===== config.mk =====
export PLATFORM = sky130hd
export DESIGN_NAME = base64url_encoder_nopad
export DESIGN_NICKNAME = d
export VERILOG_FILES = /design/src/rtl/b64u_pkg.sv /design/src/rtl/base64url_encoder_nopad.sv /design/src/rtl/b64u_front.sv /design/src/rtl/b64u_queue.sv /design/src/rtl/b64u_back.sv
export SDC_FILE = /design/constraint.sdc
export NUM_CORES = 1
export LEC_CHECK = 0
export BUFFER_PORTS_ARGS = -buffer_cell sky130_fd_sc_hd__buf_4
export CAP_MARGIN = 20
export CORE_UTILIZATION = 37
export CTS_CLUSTER_DIAMETER = 30
export DETAILED_ROUTE_END_ITERATION = 12
export PLACE_DENSITY = 0.51
export SYNTH_ARGS = -nofsm -noshare
export SYNTH_HDL_FRONTEND = slang
export SYNTH_SLANG_ARGS = --single-unit

===== constraint.sdc =====
create_clock -name clk -period 5.9 [get_ports clk]
set_input_delay 0 -clock clk [delete_from_list [all_inputs] [get_ports clk]]
set_output_delay 0 -clock clk [all_outputs]
set_load 0.01 [all_outputs]

===== src/rtl/b64u_pkg.sv =====
`timescale 1ns / 1ps
// ----------------------------------------------------------------------------
// b64u_pkg
// Shared types, codes and the sextet-to-character map of the base64url encoder.
// ----------------------------------------------------------------------------
package b64u_pkg;

	// position of a byte within its three-byte group
	typedef enum logic [2:0] {
		PH_FIRST  = 3'b001,
		PH_SECOND = 3'b010,
		PH_THIRD  = 3'b100
	} group_phase_t;

	// one classified word handed from front to back
	typedef struct packed {
		logic [5:0] sext_a;  // always emitted
		logic [5:0] sext_b;  // emitted when pair is set
		logic       pair;    // two characters for this byte
		logic       last;    // message ends with this byte
	} entry_t;

	// sextet ranges of the alphabet
	localparam logic [5:0] SEXT_LOWER_START = 6'd26;
	localparam logic [5:0] SEXT_DIGIT_START = 6'd52;
	localparam logic [5:0] SEXT_DASH        = 6'd62;
	localparam logic [5:0] SEXT_UNDERSCORE  = 6'd63;

	// ascii codes
	localparam logic [6:0] CHAR_UPPER_A    = 7'h41;
	localparam logic [6:0] CHAR_LOWER_A    = 7'h61;
	localparam logic [6:0] CHAR_DIGIT_0    = 7'h30;
	localparam logic [6:0] CHAR_DASH       = 7'h2D;
	localparam logic [6:0] CHAR_UNDERSCORE = 7'h5F;

	function automatic logic [6:0] sextet_to_char(input logic [5:0] sextet);
		logic [6:0] s7;
		s7 = {1'b0, sextet};
		if (sextet < SEXT_LOWER_START) begin
			return s7 + CHAR_UPPER_A;
		end else if (sextet < SEXT_DIGIT_START) begin
			return s7 + (CHAR_LOWER_A - {1'b0, SEXT_LOWER_START});
		end else if (sextet < SEXT_DASH) begin
			return s7 - ({1'b0, SEXT_DIGIT_START} - CHAR_DIGIT_0);
		end else if (sextet == SEXT_DASH) begin
			return CHAR_DASH;
		end else begin
			return CHAR_UNDERSCORE;
		end
	endfunction

endpackage


===== src/rtl/base64url_encoder_nopad.sv =====
`timescale 1ns / 1ps
// ----------------------------------------------------------------------------
// base64url_encoder_nopad
// URL-safe Base64 encoder without padding, one message byte per input word.
// ----------------------------------------------------------------------------
// A byte word is taken in any cycle in which the word queue has room, so bytes
// stream in at one per cycle; each byte yields one character, or two for the
// third byte of a group and for a final byte that leaves a partial sextet.
// Characters leave through a single output register at one per cycle while
// symbol_stall is low, so for long messages that register sets the sustained
// rate of four characters per three bytes. A character reaches symbol_valid
// through the word queue and then the output register. The
// queue of QUEUE_DEPTH words between the byte side and the character side
// absorbs output stalls; byte_stall rises only when it is full. last_symbol
// marks the closing character of a message, after which a new message starts.
// ----------------------------------------------------------------------------
module base64url_encoder_nopad
	import b64u_pkg::*;
#(
	parameter int QUEUE_DEPTH = 4
) (
	input  logic       clk,
	input  logic       arst_n,
	// byte side
	input  logic       byte_valid,
	output logic       byte_stall,
	input  logic [7:0] data_byte,
	input  logic       final_byte,
	// character side
	output logic       symbol_valid,
	input  logic       symbol_stall,
	output logic [6:0] symbol,
	output logic       last_symbol
);

	entry_t front_entry;
	entry_t q_head;
	logic   q_empty;
	logic   q_full;
	logic   q_pop;
	logic   take;

	// accept a byte whenever the queue can hold its word
	assign byte_stall = q_full;
	assign take       = byte_valid && !q_full;

	// front: phase tracking and sextet split
	b64u_front u_front (
		.clk       (clk),
		.arst_n    (arst_n),
		.take      (take),
		.data_byte (data_byte),
		.final_byte(final_byte),
		.entry     (front_entry)
	);

	// decoupling queue between byte and character sides
	b64u_queue #(
		.DEPTH(QUEUE_DEPTH)
	) u_queue (
		.clk       (clk),
		.arst_n    (arst_n),
		.push      (take),
		.push_entry(front_entry),
		.pop       (q_pop),
		.head      (q_head),
		.empty     (q_empty),
		.full      (q_full)
	);

	// back: character mapping and output register
	b64u_back u_back (
		.clk         (clk),
		.arst_n      (arst_n),
		.head        (q_head),
		.empty       (q_empty),
		.pop         (q_pop),
		.symbol      (symbol),
		.last_symbol (last_symbol),
		.symbol_valid(symbol_valid),
		.symbol_stall(symbol_stall)
	);

endmodule


===== src/rtl/b64u_front.sv =====
`timescale 1ns / 1ps
// ----------------------------------------------------------------------------
// b64u_front
// Accepts bytes, tracks the group phase and leftover bits, and splits each
// byte into the one or two sextets it completes.
// ----------------------------------------------------------------------------
module b64u_front
	import b64u_pkg::*;
(
	input  logic       clk,
	input  logic       arst_n,
	input  logic       take,        // byte accepted this cycle
	input  logic [7:0] data_byte,
	input  logic       final_byte,
	output entry_t     entry
);

	group_phase_t phase_q, phase_d;
	logic [3:0]   carry_q, carry_d;

	always_comb begin
		entry.last = final_byte;
		case (phase_q)
			PH_SECOND: begin
				entry.sext_a = {carry_q[1:0], data_byte[7:4]};
				entry.sext_b = {data_byte[3:0], 2'b00};
				entry.pair   = final_byte;
				carry_d      = data_byte[3:0];
				phase_d      = PH_THIRD;
			end
			PH_THIRD: begin
				entry.sext_a = {carry_q[3:0], data_byte[7:6]};
				entry.sext_b = data_byte[5:0];
				entry.pair   = 1'b1;
				carry_d      = 4'd0;
				phase_d      = PH_FIRST;
			end
			default: begin
				entry.sext_a = data_byte[7:2];
				entry.sext_b = {data_byte[1:0], 4'b0000};
				entry.pair   = final_byte;
				carry_d      = {2'b00, data_byte[1:0]};
				phase_d      = PH_SECOND;
			end
		endcase
		if (final_byte) begin
			carry_d = 4'd0;
			phase_d = PH_FIRST;
		end
	end

	always_ff @(posedge clk or negedge arst_n) begin
		if (!arst_n) begin
			phase_q <= PH_FIRST;
			carry_q <= 4'd0;
		end else if (take) begin
			phase_q <= phase_d;
			carry_q <= carry_d;
		end
	end

endmodule


===== src/rtl/b64u_queue.sv =====
`timescale 1ns / 1ps
// ----------------------------------------------------------------------------
// b64u_queue
// Small first-in first-out buffer of classified words between front and back.
// ----------------------------------------------------------------------------
module b64u_queue
	import b64u_pkg::*;
#(
	parameter int DEPTH = 4
) (
	input  logic   clk,
	input  logic   arst_n,
	input  logic   push,
	input  entry_t push_entry,
	input  logic   pop,
	output entry_t head,
	output logic   empty,
	output logic   full
);

	localparam int PTR_W = (DEPTH > 1) ? $clog2(DEPTH) : 1;
	localparam int CNT_W = $clog2(DEPTH + 1);

	entry_t             entries_q [DEPTH];
	logic [PTR_W-1:0]   wr_ptr_q, rd_ptr_q;
	logic [CNT_W-1:0]   count_q;

	assign empty = (count_q == '0);
	assign full  = (count_q == CNT_W'(DEPTH));
	assign head  = entries_q[rd_ptr_q];

	always_ff @(posedge clk) begin
		if (push) begin
			entries_q[wr_ptr_q] <= push_entry;
		end
	end

	always_ff @(posedge clk or negedge arst_n) begin
		if (!arst_n) begin
			wr_ptr_q <= '0;
			rd_ptr_q <= '0;
			count_q  <= '0;
		end else begin
			if (push) begin
				wr_ptr_q <= (wr_ptr_q == PTR_W'(DEPTH - 1)) ? '0 : wr_ptr_q + 1'b1;
			end
			if (pop) begin
				rd_ptr_q <= (rd_ptr_q == PTR_W'(DEPTH - 1)) ? '0 : rd_ptr_q + 1'b1;
			end
			if (push && !pop) begin
				count_q <= count_q + 1'b1;
			end else if (pop && !push) begin
				count_q <= count_q - 1'b1;
			end
		end
	end

endmodule


===== src/rtl/b64u_back.sv =====
`timescale 1ns / 1ps
// ----------------------------------------------------------------------------
// b64u_back
// Drains classified words one character per cycle, while symbol_stall is low, into the output register.
// ----------------------------------------------------------------------------
module b64u_back
	import b64u_pkg::*;
(
	input  logic       clk,
	input  logic       arst_n,
	input  entry_t     head,
	input  logic       empty,
	output logic       pop,
	output logic [6:0] symbol,
	output logic       last_symbol,
	output logic       symbol_valid,
	input  logic       symbol_stall
);

	logic       valid_q;
	logic       second_q;     // first sextet of the head already sent
	logic [6:0] symbol_q;
	logic       last_q;
	logic       load;
	logic [5:0] sext_sel;
	logic       last_sel;

	assign load = !valid_q || !symbol_stall;
	assign pop  = load && !empty && (second_q || !head.pair);

	always_comb begin
		if (second_q) begin
			sext_sel = head.sext_b;
			last_sel = head.last;
		end else begin
			sext_sel = head.sext_a;
			last_sel = head.last && !head.pair;
		end
	end

	always_ff @(posedge clk or negedge arst_n) begin
		if (!arst_n) begin
			valid_q  <= 1'b0;
			second_q <= 1'b0;
		end else if (load) begin
			valid_q <= !empty;
			if (!empty) begin
				second_q <= !second_q && head.pair;
			end
		end
	end

	always_ff @(posedge clk) begin
		if (load && !empty) begin
			symbol_q <= sextet_to_char(sext_sel);
			last_q   <= last_sel;
		end
	end

	assign symbol       = symbol_q;
	assign last_symbol  = last_q;
	assign symbol_valid = valid_q;

endmodule


## Yosys cells after proc, flatten, opt, wreduce, memory -nomap -nowiden

Memory sizes are Yosys's and may differ from the RTL's.
Index checks and enable logic that the tools add are counted.

| word-level totals | value |
|---|---|
| register bits | 24 |
| RAM bits | 56 |
| input bits | 13 |
| output and inout port bits | 10 |
| logic and storage cells | 64 |
| memories kept | 1 |

| operators by class | value |
|---|---|
| $add $sub $neg | 7 |
| order comparisons | 3 |
| equality and inequality tests | 6 |
| multiplexer cells | 17 |
| bitwise gates (word level) | 1 |
| reduce and logical (&&, ||, !) cells | 20 |

Memory list:

| memory | depth | width | rd ports | clocked after Yosys merged registers in | write ports | line | RTL |
|---|---|---|---|---|---|---|---|
| u_queue.entries_q | 4 | 14 | 1 | 0 | 1 | b64u_queue.sv:24 | `entry_t entries_q [DEPTH];` |

Operator list:

| kind | count |
|---|---|
| 7-bit 2-to-1 mux | 4 |
| 13-bit case mux with 2 select lines | 1 |
| 6-bit by 7-bit adder with 7-bit output (second input constant) | 2 |
| 6-bit < comparator (second input constant) | 2 |
| 3-bit 2-to-1 mux | 3 |
| 1-bit logical NOT | 8 |
| 4-bit case mux with 2 select lines | 1 |
| 1-bit logical AND | 7 |
| 6-bit by 3-bit subtractor with 7-bit output (second input constant) | 1 |
| 3-bit == test (second input constant) | 2 |
| 6-bit == test (second input constant) | 1 |
| 6-bit by 5-bit < comparator with 1-bit output (second input constant) | 1 |
| 6-bit 2-to-1 mux | 1 |
| 3-bit case mux with 2 select lines | 1 |
| 2-bit by 1-bit adder with 2-bit output (second input constant) | 2 |
| 2-bit == test (second input constant) | 2 |
| 2-bit 2-to-1 mux | 2 |
| 4-bit 2-to-1 mux | 1 |
| 3-bit by 1-bit adder with 3-bit output (second input constant) | 1 |
| 3-bit by 2-bit == test with 1-bit output (second input constant) | 1 |
| 3-bit logical NOT | 1 |
| 1-bit 2-to-1 mux | 3 |
| 3-bit by 1-bit subtractor with 3-bit output (second input constant) | 1 |
| 1-bit logical OR | 2 |
| 3 further kinds | 3 |

## Depth between registers and ports, before layout

| depth | value |
|---|---|
| depth in word-level cells | 7 |
| mapped depth | 12 |
| mapped depth without buffers | 10 |

## By module

From an unflattened synthesis, not the netlist that was laid out.

| unflattened totals | value |
|---|---|
| cells, all modules | 296 |
| area, all modules | 4119.0 um^2 |

Modules (own cells, without submodules):

| module | times used | cells an instance | area each (um^2) | seq. area each (um^2) |
|---|---|---|---|---|
| b64u_queue | 1 | 110 | 2468.6 | 1856.8 |
| b64u_back | 1 | 97 | 919.6 | 290.3 |
| b64u_front | 1 | 88 | 716.9 | 176.4 |
| base64url_encoder_nopad | 1 | 1 | 13.8 | 0.0 |

## Worst setup path after synthesis

Ideal clock, no wire load.

| path | value |
|---|---|
| path kind | register to register |
| start | register u_queue.rd_ptr_q[0] |
| end | register u_back.symbol_q[2] (netlist: u_back.symbol[2]) (data pin) |
| library setup time | 0.261 ns |
| arrival time | 2.484 ns |
| required time | 5.639 ns |
| path slack | 3.155 ns |
| cell stages (with the launch flop) | 11 |
| path buffers | 2 |
| period minus slack after synthesis | 2.745 ns |
| cells stage by stage | dfrtp_1 -> buf_6 -> buf_12 -> mux4_2 -> mux2_4 -> inv_1 -> ha_1 -> nand3b_4 -> a21boi_2 -> a221oi_1 -> a311o_1 |

| on the way | value |
|---|---|
| cells in the longest elaborated chain, start to end | 6 |
| elaborated cells on any way between the ends | 11 |
| classes of those cells | add/sub: 3; order compare: 3; mux: 4; memory: 1 |

RTL lines:

| element | line | RTL |
|---|---|---|
| start, declared | b64u_queue.sv:25 | `logic [PTR_W-1:0] wr_ptr_q, rd_ptr_q;` |
| start signal, assigned | b64u_queue.sv:48 | `rd_ptr_q <= (rd_ptr_q == PTR_W'(DEPTH - 1)) ? '0 : rd_ptr_q + 1'b1;` |
| memory read 4 x 14 bit (*) | -- |  |
| 6-bit 2-to-1 mux (*) | b64u_back.sv:32 | `if (second_q) begin` |
| 6-bit by 3-bit subtractor with 7-bit output or 6-bit < comparator (tied branches) | b64u_pkg.sv:44, b64u_pkg.sv:43 |  |
| 7-bit 2-to-1 mux | b64u_pkg.sv:43 | `end else if (sextet < SEXT_DASH) begin` |
| 7-bit 2-to-1 mux | b64u_pkg.sv:41 | `end else if (sextet < SEXT_DIGIT_START) begin` |
| 7-bit 2-to-1 mux (*) | b64u_pkg.sv:39 | `if (sextet < SEXT_LOWER_START) begin` |
| end signal, assigned | b64u_back.sv:55 | `symbol_q <= sextet_to_char(sext_sel);` |
| end, declared | b64u_back.sv:22 | `logic [6:0] symbol_q;` |

Every way passes the cells marked *; elsewhere a longest branch is shown, timed or not.
A chain may end at the register's enable or synchronous reset.

## Worst setup path in the final report

Ends and elaborated chain as after synthesis.

==> reports/metrics.cfg <==
[status]
status=finished clean

[yosys]
synth_top_cell_area_share_pct=51.60
yosysWarnings=0
async_flop_share_pct=20.00
synth_common_cells=edfxtp_1 (64), nand2_1 (24), dfrtp_1 (15)
syn_avg_cell_area_um2=15.14
synthFlopType=edfxtp_1
ys_top_cells_by_area=edfxtp_1 (52%), dfrtp_1 (10%), mux4_2 (7.3%)
ys_types=52
yosysMostFrequentCell=edfxtp_1
synth_area_mm2=0.003725
synth_cells=246
synth_edf_count=64
syn-num-nets=271
yosysTopAreaCell=edfxtp_1
synth.yosys.seq_area_share_pct=62.38
ys_ff_latch=80

[setup_path]
r2r_slack_ns=2.61
rr_endpoint=u_back.symbol[2]$_DFFE_PP_
path_cells=mux4_2, mux2_4, inv_1, ha_1, nand3b_4, a21boi_2, a221oi_1, a311o_1
r2r-start=u_queue.rd_ptr_q[0]$_DFFE_PN0P_
cp-end-kind=flip-flop
crit_type=reg2reg
slowest_stage=dfrtp_1
worst_r2r_path_depth=8
cp_max_fo=15
cp-start-kind=flip-flop
required_ns=6.00
arrival_ns=3.40
critical-path-max-stage-delay_ns=0.88

[timing]
fmax_mhz=303.9
setup_viol=0
rsz0062_at_grt=no
finalClockSkew_ns=0.01135
final_max_slew_viol_count=0
post-route-period-util_pct=55.78
max_slew_margin_pct=45.71
whs_ns=0.03658
worst_pin_slew_ns=0.8144
fin_crit_ns=3.291
tns_ns=0
finalHoldViolCount=0

[global_routing]
grt_use_total_pct=14.40
grt_max_degree=17
overflow=0
grt_pass1_vias=2127
antenna_found_initial=0
grt_pass1_wl_um=10780

[cts]
clock-sinks=80
cts_buffers=9
htree_num_levels=3
cts_setup_buffers=0
cts.hold.buffers_added=7
cts_resized=0
cts_tree=yes
insertion_delay_ns=0.35
ctsLongestPathBuffers=2
root_buffer=clkbuf_8
cts.clk_slew.worst_paths_ns=0.08

[floorplanning]
coreArea_mm2=0.009774
rows=36
die_h_um=102.3
dieArea_mm2=0.01047
ioPinCount=23
die_x_um=102.3
start_util_pct=38.11

[routing]
drtAntennaViolNets=0
routed_wirelength_um=6491
wl_per_cell_um=15.53
via_per_inst=4.995
vias=2088
drcViolationCount=0
dr.pass1.iters=4
drtIter0Drc=110

[final_layout]
syn2layout_area_growth_pct=15.02
n_antenna_cell=0
drive_above_1_share_pct=23.16
n_fill_cell=863
final_area_mm2=0.004284
final_nets=305

[place]
port_buffers=22
gp_congestion=0.8424
dpl_cell_area_mm2=0.004000
detailed_place_hpwl_um=4490

[power]
ir_worst_vdd_mv=0.1572
pwr_density_cell_mw_per_mm2=563.6
p_leak_nw=1.622

[flow_run]
maxCapViolations=0

[hold_path]
hold_class=in2async

[flip-flops by register name, indices dropped and copies added (netlist names)]
| name | count |
|---|---|
| u_back.last_symbol | 1 |
| u_back.second_q | 1 |
| u_back.symbol | 7 |
| u_back.symbol_valid | 1 |
| u_front.carry_q | 4 |
| u_front.phase_q | 3 |
| u_queue.count_q | 3 |
| u_queue.entries_q | 56 |
| u_queue.rd_ptr_q | 2 |
| u_queue.wr_ptr_q | 2 |
[per-layer routing]
layer,GRT usage [%],vias to the layer above,wire [um]
met1,18.57,1025,3075
met3,2.668,12,196
met5,0,-,0
li1,-,1007,-
met2,23.08,44,3069
met4,7.802,0,149
[critical path: cells and delay by family, from the launching register on]
kind                       cells  cell delay [ns]
AOI/OAI and AO/OA              3             0.67
buffers and inverters          1             0.13
DFF                            1             0.88
and+or+nand+nor                1             0.21
muxes                          2             0.92
adders and majority gates      1             0.23
[worst max path at each step]
| stage | from | to | slack [ns] |
|---|---|---|---|
| global placement | u_queue.rd_ptr_q[0]$_DFFE_PN0P_ | u_back.symbol[2]$_DFFE_PP_ | 2.56 |
| floorplan | u_queue.rd_ptr_q[0]$_DFFE_PN0P_ | u_back.symbol[2]$_DFFE_PP_ | 3.15 |
| detailed placement | u_queue.rd_ptr_q[0]$_DFFE_PN0P_ | u_back.symbol[2]$_DFFE_PP_ | 2.58 |
| CTS | u_queue.rd_ptr_q[0]$_DFFE_PN0P_ | u_back.symbol[2]$_DFFE_PP_ | 2.57 |
| global route | u_queue.rd_ptr_q[0]$_DFFE_PN0P_ | u_back.symbol[2]$_DFFE_PP_ | 2.33 |
| finish | u_queue.rd_ptr_q[0]$_DFFE_PN0P_ | u_back.symbol[2]$_DFFE_PP_ | 2.61 |
[cells in the final DEF (no fill, tap or decap), types with 8 or more instances in the layout]
cell type / count
edfxtp_1: 64
nand2_1: 24
buf_4: 24
dfrtp_1: 15
nor2_1: 13
inv_1: 12
mux4_2: 12
ha_1: 11
clkbuf_8: 10
a22oi_1: 8
[metrics by stage]
step                utilization (%)  setup slack [ns]  instances  total power, mW
global placement              40.92             2.561        395            2.012
floorplan                         -             3.155        246            1.761
finish                        43.83             2.609        418            2.414
CTS                           43.83             2.569        418            2.443
global route                  43.83             2.331        418            2.596
detailed placement            40.92             2.584        395            1.995
[cells by family after synthesis]
group,after synthesis,share of synthesized area (%)
AO/OA/AOI/OAI,41,8.230
AND/OR/NAND/NOR,66,9.440
buffers and inverters,20,3.124
flip-flops,80,62.38
XOR/XNOR,3,0.7055
adder cells (fa/ha/maj),12,4.232
multiplexers,24,11.89
[power by group]
part | switching (mW) | internal [mW]
Combinational | 0.550 | 0.475
Clock | 0.190 | 0.250
Sequential | 0.114 | 0.835
[final cells by class]
cell class | count | area [um^2] | area share [%]
timing repair buffer | 31 | 250.2 | 5.841
clock inverter | 3 | 65.06 | 1.519
sequential | 80 | 2323 | 54.23
tap | 133 | 166.4 | 3.884
clock buffer | 13 | 148.9 | 3.475
inverter | 12 | 45.04 | 1.051
multi-input combinational | 146 | 1285 | 29.99
Note: power is estimated with default switching activity, not from simulation.
